[src/kcct_pkg.sv]
package kcct_pkg;

    // item kinds on the input side
    localparam logic [1:0] MODE_KEY  = 2'd0;
    localparam logic [1:0] MODE_POLL = 2'd1;
    localparam logic [1:0] MODE_TICK = 2'd2;

    // controller phases
    localparam logic [1:0] PH_ENTRY = 2'd0;
    localparam logic [1:0] PH_ARMED = 2'd1;
    localparam logic [1:0] PH_HEAT  = 2'd2;

    localparam int DIGIT_W    = 4;
    localparam int NUM_DIGITS = 6;
    localparam int COUNT_W    = 3;

    // digit positions, most significant first
    localparam int POS_HT = 0;
    localparam int POS_HU = 1;
    localparam int POS_MT = 2;
    localparam int POS_MU = 3;
    localparam int POS_ST = 4;
    localparam int POS_SU = 5;

    localparam logic [DIGIT_W-1:0] DIGIT_MAX = 4'd9;

    typedef logic [DIGIT_W-1:0] digit_t;
    typedef digit_t [NUM_DIGITS-1:0] digits_t;

    // commands to the countdown unit
    typedef struct packed {
        logic load;
        logic dec;
        logic clear;
    } cnt_cmd_t;

endpackage

[src/kcct_count.sv]
module kcct_count (
    input  logic               clk,
    input  logic               rst_n,
    input  kcct_pkg::cnt_cmd_t cmd,
    input  kcct_pkg::digits_t  load_digits,  // raw entry digits, may be unnormalized
    output kcct_pkg::digits_t  count,        // normalized count, hour tens 0..10
    output kcct_pkg::digits_t  count_dec,    // count minus one second
    output logic               zero,
    output logic               dec_zero
);
    import kcct_pkg::*;

    digits_t count_reg;
    digits_t count_next;
    digits_t norm;
    logic    c_s;
    logic    c_mu;
    logic    c_m;
    logic    c_hu;
    digit_t  mu_sum;
    digit_t  mt_sum;
    digit_t  hu_sum;
    logic    b_su;
    logic    b_st;
    logic    b_mu;
    logic    b_mt;
    logic    b_hu;

    // fold entered digits into hours / minutes below 60 / seconds below 60
    always_comb
    begin
        c_s          = (load_digits[POS_ST] >= 4'd6);
        norm[POS_SU] = load_digits[POS_SU];
        norm[POS_ST] = c_s ? load_digits[POS_ST] - 4'd6 : load_digits[POS_ST];

        mu_sum       = load_digits[POS_MU] + {3'd0, c_s};
        c_mu         = (mu_sum == 4'd10);
        norm[POS_MU] = c_mu ? 4'd0 : mu_sum;
        mt_sum       = load_digits[POS_MT] + {3'd0, c_mu};
        c_m          = (mt_sum >= 4'd6);
        norm[POS_MT] = c_m ? mt_sum - 4'd6 : mt_sum;

        hu_sum       = load_digits[POS_HU] + {3'd0, c_m};
        c_hu         = (hu_sum == 4'd10);
        norm[POS_HU] = c_hu ? 4'd0 : hu_sum;
        norm[POS_HT] = load_digits[POS_HT] + {3'd0, c_hu};
    end

    // mixed-radix decrement with borrow chain
    always_comb
    begin
        b_su = (count_reg[POS_SU] == 4'd0);
        b_st = b_su && (count_reg[POS_ST] == 4'd0);
        b_mu = b_st && (count_reg[POS_MU] == 4'd0);
        b_mt = b_mu && (count_reg[POS_MT] == 4'd0);
        b_hu = b_mt && (count_reg[POS_HU] == 4'd0);

        count_dec[POS_SU] = b_su ? 4'd9 : count_reg[POS_SU] - 4'd1;
        count_dec[POS_ST] = !b_su ? count_reg[POS_ST] :
                            (b_st ? 4'd5 : count_reg[POS_ST] - 4'd1);
        count_dec[POS_MU] = !b_st ? count_reg[POS_MU] :
                            (b_mu ? 4'd9 : count_reg[POS_MU] - 4'd1);
        count_dec[POS_MT] = !b_mu ? count_reg[POS_MT] :
                            (b_mt ? 4'd5 : count_reg[POS_MT] - 4'd1);
        count_dec[POS_HU] = !b_mt ? count_reg[POS_HU] :
                            (b_hu ? 4'd9 : count_reg[POS_HU] - 4'd1);
        count_dec[POS_HT] = !b_hu ? count_reg[POS_HT] : count_reg[POS_HT] - 4'd1;
    end

    assign zero     = (count_reg == '0);
    assign dec_zero = (count_dec == '0);
    assign count    = count_reg;

    // count register update, clear wins
    always_comb
    begin
        count_next = count_reg;
        if (cmd.clear)
        begin
            count_next = '0;
        end
        else if (cmd.load)
        begin
            count_next = norm;
        end
        else if (cmd.dec)
        begin
            count_next = count_dec;
        end
    end

    always_ff @(posedge clk or negedge rst_n)
    begin
        if (!rst_n)
        begin
            count_reg <= '0;
        end
        else
        begin
            count_reg <= count_next;
        end
    end

endmodule

[src/keypad_countdown_cook_timer_core.sv]
// Cook timer controller with an HH:MM:SS countdown.
// Input beats arrive on s_tvalid/s_tready: s_tuser carries the kind of event
// (keypad digit, switch poll, one-second tick), s_tdata the digit and the
// switch states. Six digits entered most significant first arm the block; a
// poll with door, weight and start begins heating if the count is nonzero,
// each tick counts one second down, stop aborts. Every input beat yields
// exactly one result beat on m_tvalid/m_tready carrying the phase, digit
// count, six shown digits, the drive flag and the time-ended / user-stopped
// pulses. The beat passes an input register and a result register with the
// controller logic between them. Throughput: one beat per cycle while the
// receiver keeps m_tready high; the countdown is kept in normalized digit
// form so a tick is a short borrow chain and needs no division.
// When the receiver stalls the result register holds its beat and the input
// register holds the next one; s_tready drops only when both are full.
// Reset (rst_n low, asynchronous) returns to the entry phase with all digits,
// the digit count and the countdown cleared and both channels empty.
module keypad_countdown_cook_timer_core (
    input  logic        clk,
    input  logic        rst_n,
    input  logic        s_tvalid,
    output logic        s_tready,
    input  logic [7:0]  s_tdata,   // key_digit[3:0], door_closed, weight_present,
                                   // start_pressed, stop_pressed
    input  logic [1:0]  s_tuser,   // mode
    output logic        m_tvalid,
    input  logic        m_tready,
    output logic [31:0] m_tdata    // phase[1:0], entered_digits[2:0], hour_tens,
                                   // hour_units, minute_tens, minute_units,
                                   // second_tens, second_units (4 bits each),
                                   // drive_on, time_ended, user_stopped
);
    import kcct_pkg::*;

    // input register
    logic               in_valid_reg;
    logic               in_valid_next;
    logic [1:0]         in_mode_reg;
    logic [7:0]         in_data_reg;

    // result register
    logic               out_valid_reg;
    logic               out_valid_next;
    logic [31:0]        out_data_reg;
    logic [31:0]        out_data_next;

    // controller state
    logic [1:0]         phase_reg;
    logic [1:0]         phase_next;
    logic [COUNT_W-1:0] digit_count_reg;
    logic [COUNT_W-1:0] digit_count_next;
    digits_t            store_reg;
    digits_t            store_next;

    logic               adv;
    logic               s_beat;
    digit_t             key;
    logic               door;
    logic               weight;
    logic               start;
    logic               stop;
    digits_t            store_key;
    digits_t            shown;
    digits_t            count;
    digits_t            count_dec;
    logic               count_zero;
    logic               dec_zero;
    cnt_cmd_t           cmd;
    cnt_cmd_t           cmd_gated;
    logic               back;
    logic               ended;
    logic               stopped;

    // handshake and pipeline advance
    assign adv            = in_valid_reg && (!out_valid_reg || m_tready);
    assign s_tready       = !in_valid_reg || adv;
    assign s_beat         = s_tvalid && s_tready;
    assign in_valid_next  = s_beat || (in_valid_reg && !adv);
    assign out_valid_next = adv || (out_valid_reg && !m_tready);
    assign m_tvalid       = out_valid_reg;
    assign m_tdata        = out_data_reg;

    // unpack the held beat
    assign key    = (in_data_reg[3:0] > DIGIT_MAX) ? DIGIT_MAX : in_data_reg[3:0];
    assign door   = in_data_reg[4];
    assign weight = in_data_reg[5];
    assign start  = in_data_reg[6];
    assign stop   = in_data_reg[7];

    // entry store with the new key dropped into place
    always_comb
    begin
        for (int j = 0; j < NUM_DIGITS; j++)
        begin
            store_key[j] = (COUNT_W'(j) == digit_count_reg) ? key : store_reg[j];
        end
    end

    // shown digits after a tick, hour tens saturates at nine
    always_comb
    begin
        shown         = count_dec;
        shown[POS_HT] = (count_dec[POS_HT] > DIGIT_MAX) ? DIGIT_MAX : count_dec[POS_HT];
    end

    kcct_count u_count (
        .clk         (clk),
        .rst_n       (rst_n),
        .cmd         (cmd_gated),
        .load_digits (store_key),
        .count       (count),
        .count_dec   (count_dec),
        .zero        (count_zero),
        .dec_zero    (dec_zero)
    );

    // controller next state for the held beat
    always_comb
    begin
        phase_next       = phase_reg;
        digit_count_next = digit_count_reg;
        store_next       = store_reg;
        cmd              = '0;
        back             = 1'b0;
        ended            = 1'b0;
        stopped          = 1'b0;

        case (phase_reg)
            PH_ENTRY:
            begin
                if (in_mode_reg == MODE_KEY)
                begin
                    store_next = store_key;
                    if (digit_count_reg == COUNT_W'(NUM_DIGITS - 1))
                    begin
                        cmd.load         = 1'b1;
                        digit_count_next = '0;
                        phase_next       = PH_ARMED;
                    end
                    else
                    begin
                        digit_count_next = digit_count_reg + 1'b1;
                    end
                end
            end
            PH_ARMED:
            begin
                if (in_mode_reg == MODE_POLL)
                begin
                    if (stop)
                    begin
                        back    = 1'b1;
                        stopped = 1'b1;
                    end
                    else if (door && weight && start)
                    begin
                        if (count_zero)
                        begin
                            back  = 1'b1;
                            ended = 1'b1;
                        end
                        else
                        begin
                            phase_next = PH_HEAT;
                        end
                    end
                end
            end
            PH_HEAT:
            begin
                if (in_mode_reg == MODE_POLL)
                begin
                    if (stop)
                    begin
                        back    = 1'b1;
                        stopped = 1'b1;
                    end
                end
                else if (in_mode_reg == MODE_TICK)
                begin
                    if (count_zero || dec_zero)
                    begin
                        back  = 1'b1;
                        ended = 1'b1;
                    end
                    else
                    begin
                        cmd.dec    = 1'b1;
                        store_next = shown;
                    end
                end
            end
            default:
            begin
                back = 1'b1;
            end
        endcase

        // return to entry clears everything
        if (back)
        begin
            phase_next       = PH_ENTRY;
            digit_count_next = '0;
            store_next       = '0;
            cmd.clear        = 1'b1;
        end
    end

    assign cmd_gated = adv ? cmd : '0;

    // result beat
    assign out_data_next = {stopped, ended, (phase_next == PH_HEAT),
                            store_next[POS_SU], store_next[POS_ST],
                            store_next[POS_MU], store_next[POS_MT],
                            store_next[POS_HU], store_next[POS_HT],
                            digit_count_next, phase_next};

    // control registers
    always_ff @(posedge clk or negedge rst_n)
    begin
        if (!rst_n)
        begin
            in_valid_reg    <= 1'b0;
            out_valid_reg   <= 1'b0;
            phase_reg       <= PH_ENTRY;
            digit_count_reg <= '0;
            store_reg       <= '0;
        end
        else
        begin
            in_valid_reg  <= in_valid_next;
            out_valid_reg <= out_valid_next;
            if (adv)
            begin
                phase_reg       <= phase_next;
                digit_count_reg <= digit_count_next;
                store_reg       <= store_next;
            end
        end
    end

    // payload registers
    always_ff @(posedge clk)
    begin
        if (s_beat)
        begin
            in_mode_reg <= s_tuser;
            in_data_reg <= s_tdata;
        end
        if (adv)
        begin
            out_data_reg <= out_data_next;
        end
    end

    // digits are only counted while entering time
    assert property (@(posedge clk) disable iff (!rst_n)
        (digit_count_reg != '0) |-> (phase_reg == PH_ENTRY))
        else $error("digit count nonzero outside entry");

    // heating never holds an exhausted countdown
    assert property (@(posedge clk) disable iff (!rst_n)
        (phase_reg == PH_HEAT) |-> !count_zero)
        else $error("heating with zero count");

    // an end or abort always lands back in entry
    assert property (@(posedge clk) disable iff (!rst_n)
        (adv && (ended || stopped)) |=> (phase_reg == PH_ENTRY) && (count == '0))
        else $error("end of run did not return to entry");

    // the two pulses never fire together
    assert property (@(posedge clk) disable iff (!rst_n)
        m_tvalid |-> !(m_tdata[30] && m_tdata[31]))
        else $error("time ended and stop in one beat");

endmodule
[config.mk]
export PLATFORM = sky130hd
export DESIGN_NAME = keypad_countdown_cook_timer_core
export DESIGN_NICKNAME = d
export VERILOG_FILES = /design/src/kcct_pkg.sv /design/src/kcct_count.sv /design/src/keypad_countdown_cook_timer_core.sv
export SDC_FILE = /design/constraint.sdc
export NUM_CORES = 1
export LEC_CHECK = 0
export ABC_AREA = 1
export BUFFER_PORTS_ARGS = -buffer_cell sky130_fd_sc_hd__buf_2
export CORE_UTILIZATION = 50
export DETAILED_ROUTE_END_ITERATION = 8
export GPL_TIMING_DRIVEN = 1
export PLACE_DENSITY = 0.71
export SYNTH_ARGS = -nofsm -noshare
export SYNTH_HDL_FRONTEND = slang
export SYNTH_SLANG_ARGS = --single-unit
[constraint.sdc]
create_clock -name clk -period 12.6 [get_ports clk]
set_clock_uncertainty 0.2 [all_clocks]
set_input_delay 2.52 -clock clk [delete_from_list [all_inputs] [get_ports clk]]
set_output_delay 2.52 -clock clk [all_outputs]
set_load 0.01 [all_outputs]
==> out/metrics.cfg, run 1 <==
[placement]
numPortBuffers=47
placed_area_mm2=0.00724
gp_congestion=0.909
pre_cts_slack_ns=6.78
hpwl_mm=12.5

[clocking]
cts_sinks=97
path_clk_slew_ns=0.07
cts_tree=yes
cts_setup_buffers=0
cts_buffers=9
clockBufferDepth=2
ctsResizeCount=0
worstSkewPairLatency_ns=0.37
htreeDepth=3
holdBufCountCts=0
root_buffer=clkbuf_16

[finish]
finalInstanceArea_mm2=0.00754
antenna_cells=0
fin_util_pct=56.3
syn2layout_area_growth_pct=8.54
largest_register_ffs=32
num-fill-cells=1315
drive_gt1_share_pct=12.7
final_nets=1016

[global_routing]
grtUsageTotal_pct=26.0
grt_start_max_net_pins=67
grt-ovfl-total=0
grt_pass1_vias=5901
antenna_found_initial=0
grt_pass1_wl_mm=28.9

[hold_path]
hold_path.class=flip-flop to flip-flop

[sta]
rsz0062_at_grt=false
fin_ws_ns=6.95
fmax_mhz=177
hold_ws_ns=0.310
slew_viol_final=0
min_period_over_period_pct=44.9
relSlewSlack_pct=28.7
worst_slew_pin_slew_ns=1.07
tns_ns=0
hold_viol_final=0
setup_viol=0
period_needed_ns=5.65

[worst_setup_path]
cpMaxStageDelayCell=buf_2
cp.arrival_ns=2.93
startpoint=m_tready
endpoint=s_tready
worst_r2r_endpoint=u_count.count[3]
crit_path_max_incr_delay_ns=0.16
worstSetupPathType=primary input to output port
worstPathCellList=buf_2 > inv_1 > nand3_1 > buf_2
critPathMaxFanout=3
start_kind=primary input
ff2ff_setup_slack_ns=6.96
crit_path_frequent_cell=buf_2
r2r_cells=27
crit_required_ns=9.88
rr_startpoint=in_data_reg[3]
cp-end-kind=output port

[power]
pwr_density_cell_mw_per_mm2=270
peakVddDrop_mv=0.120
p_leak_nw=3.64

[synthesis]
synth_top_area_cell=dfrtp_1
yosysWarnings=0
synth-edff-count=42
asyncSetResetFlopFracSynth_pct=56.7
syn_inst=952
synthTopCellsByArea=dfrtp_1 (20%), edfxtp_1 (18%), nand2_1 (11%)
seq_area_frac_synth_pct=38.0
yosysTopAreaCellShare_pct=19.8
syn_area_mm2=0.00695
syn-num-nets=991
synth-main-ff-cell=dfrtp_1
synth.lib_cells_used.distinct=43
avgSynthCellArea_um2=7.30
ys_ff_latch=97

[detailed_routing]
num_vias=6350
drc=0
routed.top_layer=met4
wl_met3_um=945
totalWireLength_mm=17.9
dr.pass1.iters=6
drtAntennaViolNets=0
dr_wl_met2_mm=8.61
viasPerCell=5.48
routedWlPerCell_um=15.5
drtIter0Drc=551
met1_length_mm=7.72

[floorplan]
ios=48
die_h_um=120
start_util_pct=51.8
die_x_um=120
rows=42
die_area_mm2=0.0144
coreArea_mm2=0.0134

[run_status]
status=complete, no violations

[run]
maxCapViolCount=0

==> cells in the mapped netlist (11+ instances only) <==
| cell | instances |
|---|---|
| nor2_1 | 117 |
| nand2_1 | 208 |
| inv_1 | 108 |
| xor2_1 | 11 |
| and2_1 | 23 |
| clkbuf_1 | 20 |
| o21ai_0 | 68 |
| dfrtp_1 | 55 |
| ha_1 | 25 |
| o21ai_2 | 23 |
| nand3_1 | 91 |
| o21ai_1 | 16 |
| a21oi_1 | 41 |
| edfxtp_1 | 42 |
==> cell families after synthesis <==
family / Yosys count / share of synthesized area (%)
buffers and inverters: 157 / 9.33
AND/OR/NAND/NOR: 476 / 30.8
adder cells (fa/ha/maj): 25 / 4.50
AO/OA/AOI/OAI: 178 / 15.0
flip-flops: 97 / 38.0
XOR/XNOR: 19 / 2.40
==> worst min-delay path by stage <==
stage / start / endpoint / cells after the start
CTS: in_valid_reg / m_tvalid / 2
finish: in_valid_reg / m_tvalid / 2
global placement: in_valid_reg / m_tvalid / 2
global route: in_valid_reg / m_tvalid / 2
detailed placement: in_valid_reg / m_tvalid / 2
floorplan: in_valid_reg / m_tvalid / 2
==> per-layer routing <==
layer,vias to the layer above,global-route usage [%]
li1,3154,-
met1,2972,33.4
met2,183,43.1
met3,41,3.94
met4,0,12.0
met5,-,0
==> stage by stage <==
| step | instances | total power [mW] |
|---|---|---|
| detailed placement | 1142 | 1.75 |
| global route | 1158 | 2.20 |
| finish | 1158 | 2.04 |
| global placement | 1142 | 1.73 |
| CTS | 1158 | 2.04 |
| floorplan | 952 | 1.45 |
==> where the power goes <==
group	switching [mW]	internal, mW	leakage (nW)	total (mW)
Combinational	0.778	0.418	2.37	1.20
Clock	0.138	0.144	0.147	0.282
Sequential	0.0812	0.476	1.12	0.557
Total	0.997	1.04	3.64	2.04
==> critical path: cells and delay by family <==
kind | cells | cell delay [ns]
simple gates | 1 | 0.10
buf+inv | 3 | 0.32
==> layout make-up <==
class / instances / area (um2) / area share [%]
clock inverter: 6 / 57.6 / 0.763
multi-input combinational: 698 / 3660 / 48.6
timing repair buffer: 53 / 280 / 3.72
inverter: 118 / 444 / 5.89
clock buffer: 10 / 239 / 3.17
tap: 176 / 220 / 2.92
sequential: 97 / 2640 / 35.0
==> placed cells by master (no fill, tap or decap), types with 2 or more instances in the layout <==
cell       count
a21oi_1       41
a22oi_1        3
a31oi_1        4
and2_1        23
buf_2         47
buf_4          6
clkbuf_16      9
clkinv_4       3
dfrtp_1       55
edfxtp_1      42
ha_1          25
inv_1        108
inv_2          8
inv_8          2
nand2_1      208
nand2_2        5
nand2_4        4
nand3_1       91
nand3_4        2
nand4_1        7
nor2_1       117
nor2_2         4
nor2_4         2
nor2_8         2
nor3_1         4
nor3_2         2
o211ai_1       9
o21a_1         5
o21ai_0       68
o21ai_1       16
o21ai_2       23
o22ai_1        6
or2_2          2
xnor2_1        8
xor2_1        11
(Power assumes the default switching activity.)
==> inputs of run 2 (changes only) <==
- clock period: 12.6 -> 5.9 ns (I/O delays scaled with it)
==> out/metrics.cfg, run 2 (same netlist as run 1, synthesis figures left out) <==
[finish]
final_cells=1161  ; +0.26%
num-fill-cells=1317  ; +0.15%
drive_gt1_share_pct=13.0  ; +0.27 points
antenna_cells=0  ; unchanged
final_cell_mix=nand2_1 (208), nor2_1 (117), inv_1 (108)
syn2layout_area_growth_pct=8.75
largest_register_ffs=32  ; unchanged
final_common_cell=nand2_1
final_nets=1019  ; +0.30%

[detailed_routing]
viasPerCell=5.49  ; +0.13%
dr.pass1.iters=5  ; -1
drc=0  ; unchanged
totalWireLength_mm=17.8  ; -0.67%
drtIter0Drc=440  ; -20%
routedWlPerCell_um=15.3  ; -0.93%
num_vias=6375  ; +0.39%
drtAntennaViolNets=0  ; unchanged

[placement]
pre_cts_slack_ns=0.777  ; -6.00 ns
hpwl_mm=12.4  ; -0.38%
gp_congestion=0.953  ; +4.8%
numPortBuffers=47  ; unchanged
placed_cells=1145  ; +0.26%

[clocking]
cts_sinks=97  ; unchanged
cts_buffers=9  ; unchanged
path_clk_slew_ns=0.07  ; about the same
root_buffer=clkbuf_16
htreeDepth=3  ; unchanged
ctsResizeCount=0  ; unchanged
cts_setup_buffers=0  ; unchanged
worstSkewPairLatency_ns=0.36  ; about the same
clockBufferDepth=2  ; unchanged
cts_tree=yes
holdBufCountCts=0  ; unchanged

[global_routing]
grt_pass1_vias=5892  ; -0.15%
grt_pass1_wl_mm=29.0  ; +0.31%
grtUsageTotal_pct=26.2  ; +0.20 points
antenna_found_initial=0  ; unchanged
grt-ovfl-total=0  ; unchanged
grt_start_max_net_pins=66  ; -1.5%

[worst_setup_path]
cp-end-kind=flip-flop
crit_required_ns=5.99  ; -3.89 ns
cp.arrival_ns=5.35  ; +2.42 ns
critPathMaxFanout=4  ; +1
cpMaxStageDelayCell=dfrtp_1
crit_path_max_incr_delay_ns=0.42  ; +0.26 ns
worstSetupPathType=flip-flop to flip-flop
start_kind=flip-flop
crit_path_frequent_cell=ha_1

[sta]
worst_slew_pin_slew_ns=1.07  ; +0.00385 ns
fmax_mhz=190
fin_ws_ns=0.633  ; -6.32 ns
hold_viol_final=0  ; unchanged
relSlewSlack_pct=28.5  ; -0.26 points
rsz0062_at_grt=false
period_needed_ns=5.27
tns_ns=0  ; unchanged
slew_viol_final=0  ; unchanged
setup_viol=0  ; unchanged
min_period_over_period_pct=89.3
hold_ws_ns=0.314  ; +0.00422 ns

[floorplan]
rows=42  ; unchanged
die_h_um=120  ; unchanged
die_x_um=120  ; unchanged
die_area_mm2=0.0144  ; unchanged
coreArea_mm2=0.0134  ; unchanged
start_util_pct=51.8  ; unchanged
ios=48  ; unchanged

[power]
power_mw=4.30  ; +110%
pwr_density_cell_mw_per_mm2=570  ; +110%
peakVddDrop_mv=0.247  ; +110%
p_leak_nw=3.65  ; about the same

[run]
maxCapViolCount=0  ; unchanged

[hold_path]
hold_path.class=flip-flop to flip-flop

[run_status]
status=complete, no violations

run 2: worst paths after layout:
check                      cells past startpoint                to  slack [ns]               start
setup / recovery                              30  u_count.count[3]        0.63  digit_count_reg[0]
hold / removal                                 2          m_tvalid        0.31        in_valid_reg
setup reg to reg                              30  u_count.count[3]        0.63  digit_count_reg[0]
hold reg to reg                                2          m_tvalid        0.31        in_valid_reg
max in group asynchronous                      2      store_reg[7]        4.16               rst_n
min in group asynchronous                      2  u_count.count[6]        0.75               rst_n
run 2: power breakdown:
group	internal, mW	switching [mW]
Combinational	0.890	1.64
Clock	0.302	0.279
Sequential	1.02	0.175
run 2: area by class of cell:
type | count | area, um2 | area share [%]
clock buffer | 10 | 239 | 3.16
clock inverter | 6 | 50.0 | 0.662
inverter | 118 | 444 | 5.88
multi-input combinational | 698 | 3660 | 48.5
sequential | 97 | 2640 | 34.9
tap | 176 | 220 | 2.91
timing repair buffer | 56 | 303 | 4.01
run 2: per-layer routing:
layer  track usage (%)  routed length [um]  up-vias  part of all wire, %
met4              10.5                 518        0                  2.9
met2              42.3                8460      200                   48
met1              34.0                7870     2973                   44
met5                 0                   0        -                    0
met3              5.70                 946       36                  5.3
li1                  -                   -     3166                    -
run 2: worst max-delay path, delay by kind of cell (launching register included):
| family | cells | cell delay (ns) |
|---|---|---|
| AO/OA/AOI/OAI | 4 | 0.63 |
| XOR/XNOR | 4 | 0.92 |
| adder cells (fa/ha/maj) | 6 | 1.16 |
| buffers and inverters | 4 | 0.32 |
| flip-flops | 1 | 0.42 |
| AND/OR/NAND/NOR | 12 | 1.54 |
run 2: through the flow:
stage                     utilization [%]  cell area (um2)
after floorplan                         -             6950
after global placement               54.2             7270
after detailed placement             54.2             7270
after CTS                            56.4             7550
after global routing                 56.4             7550
final                                56.4             7550
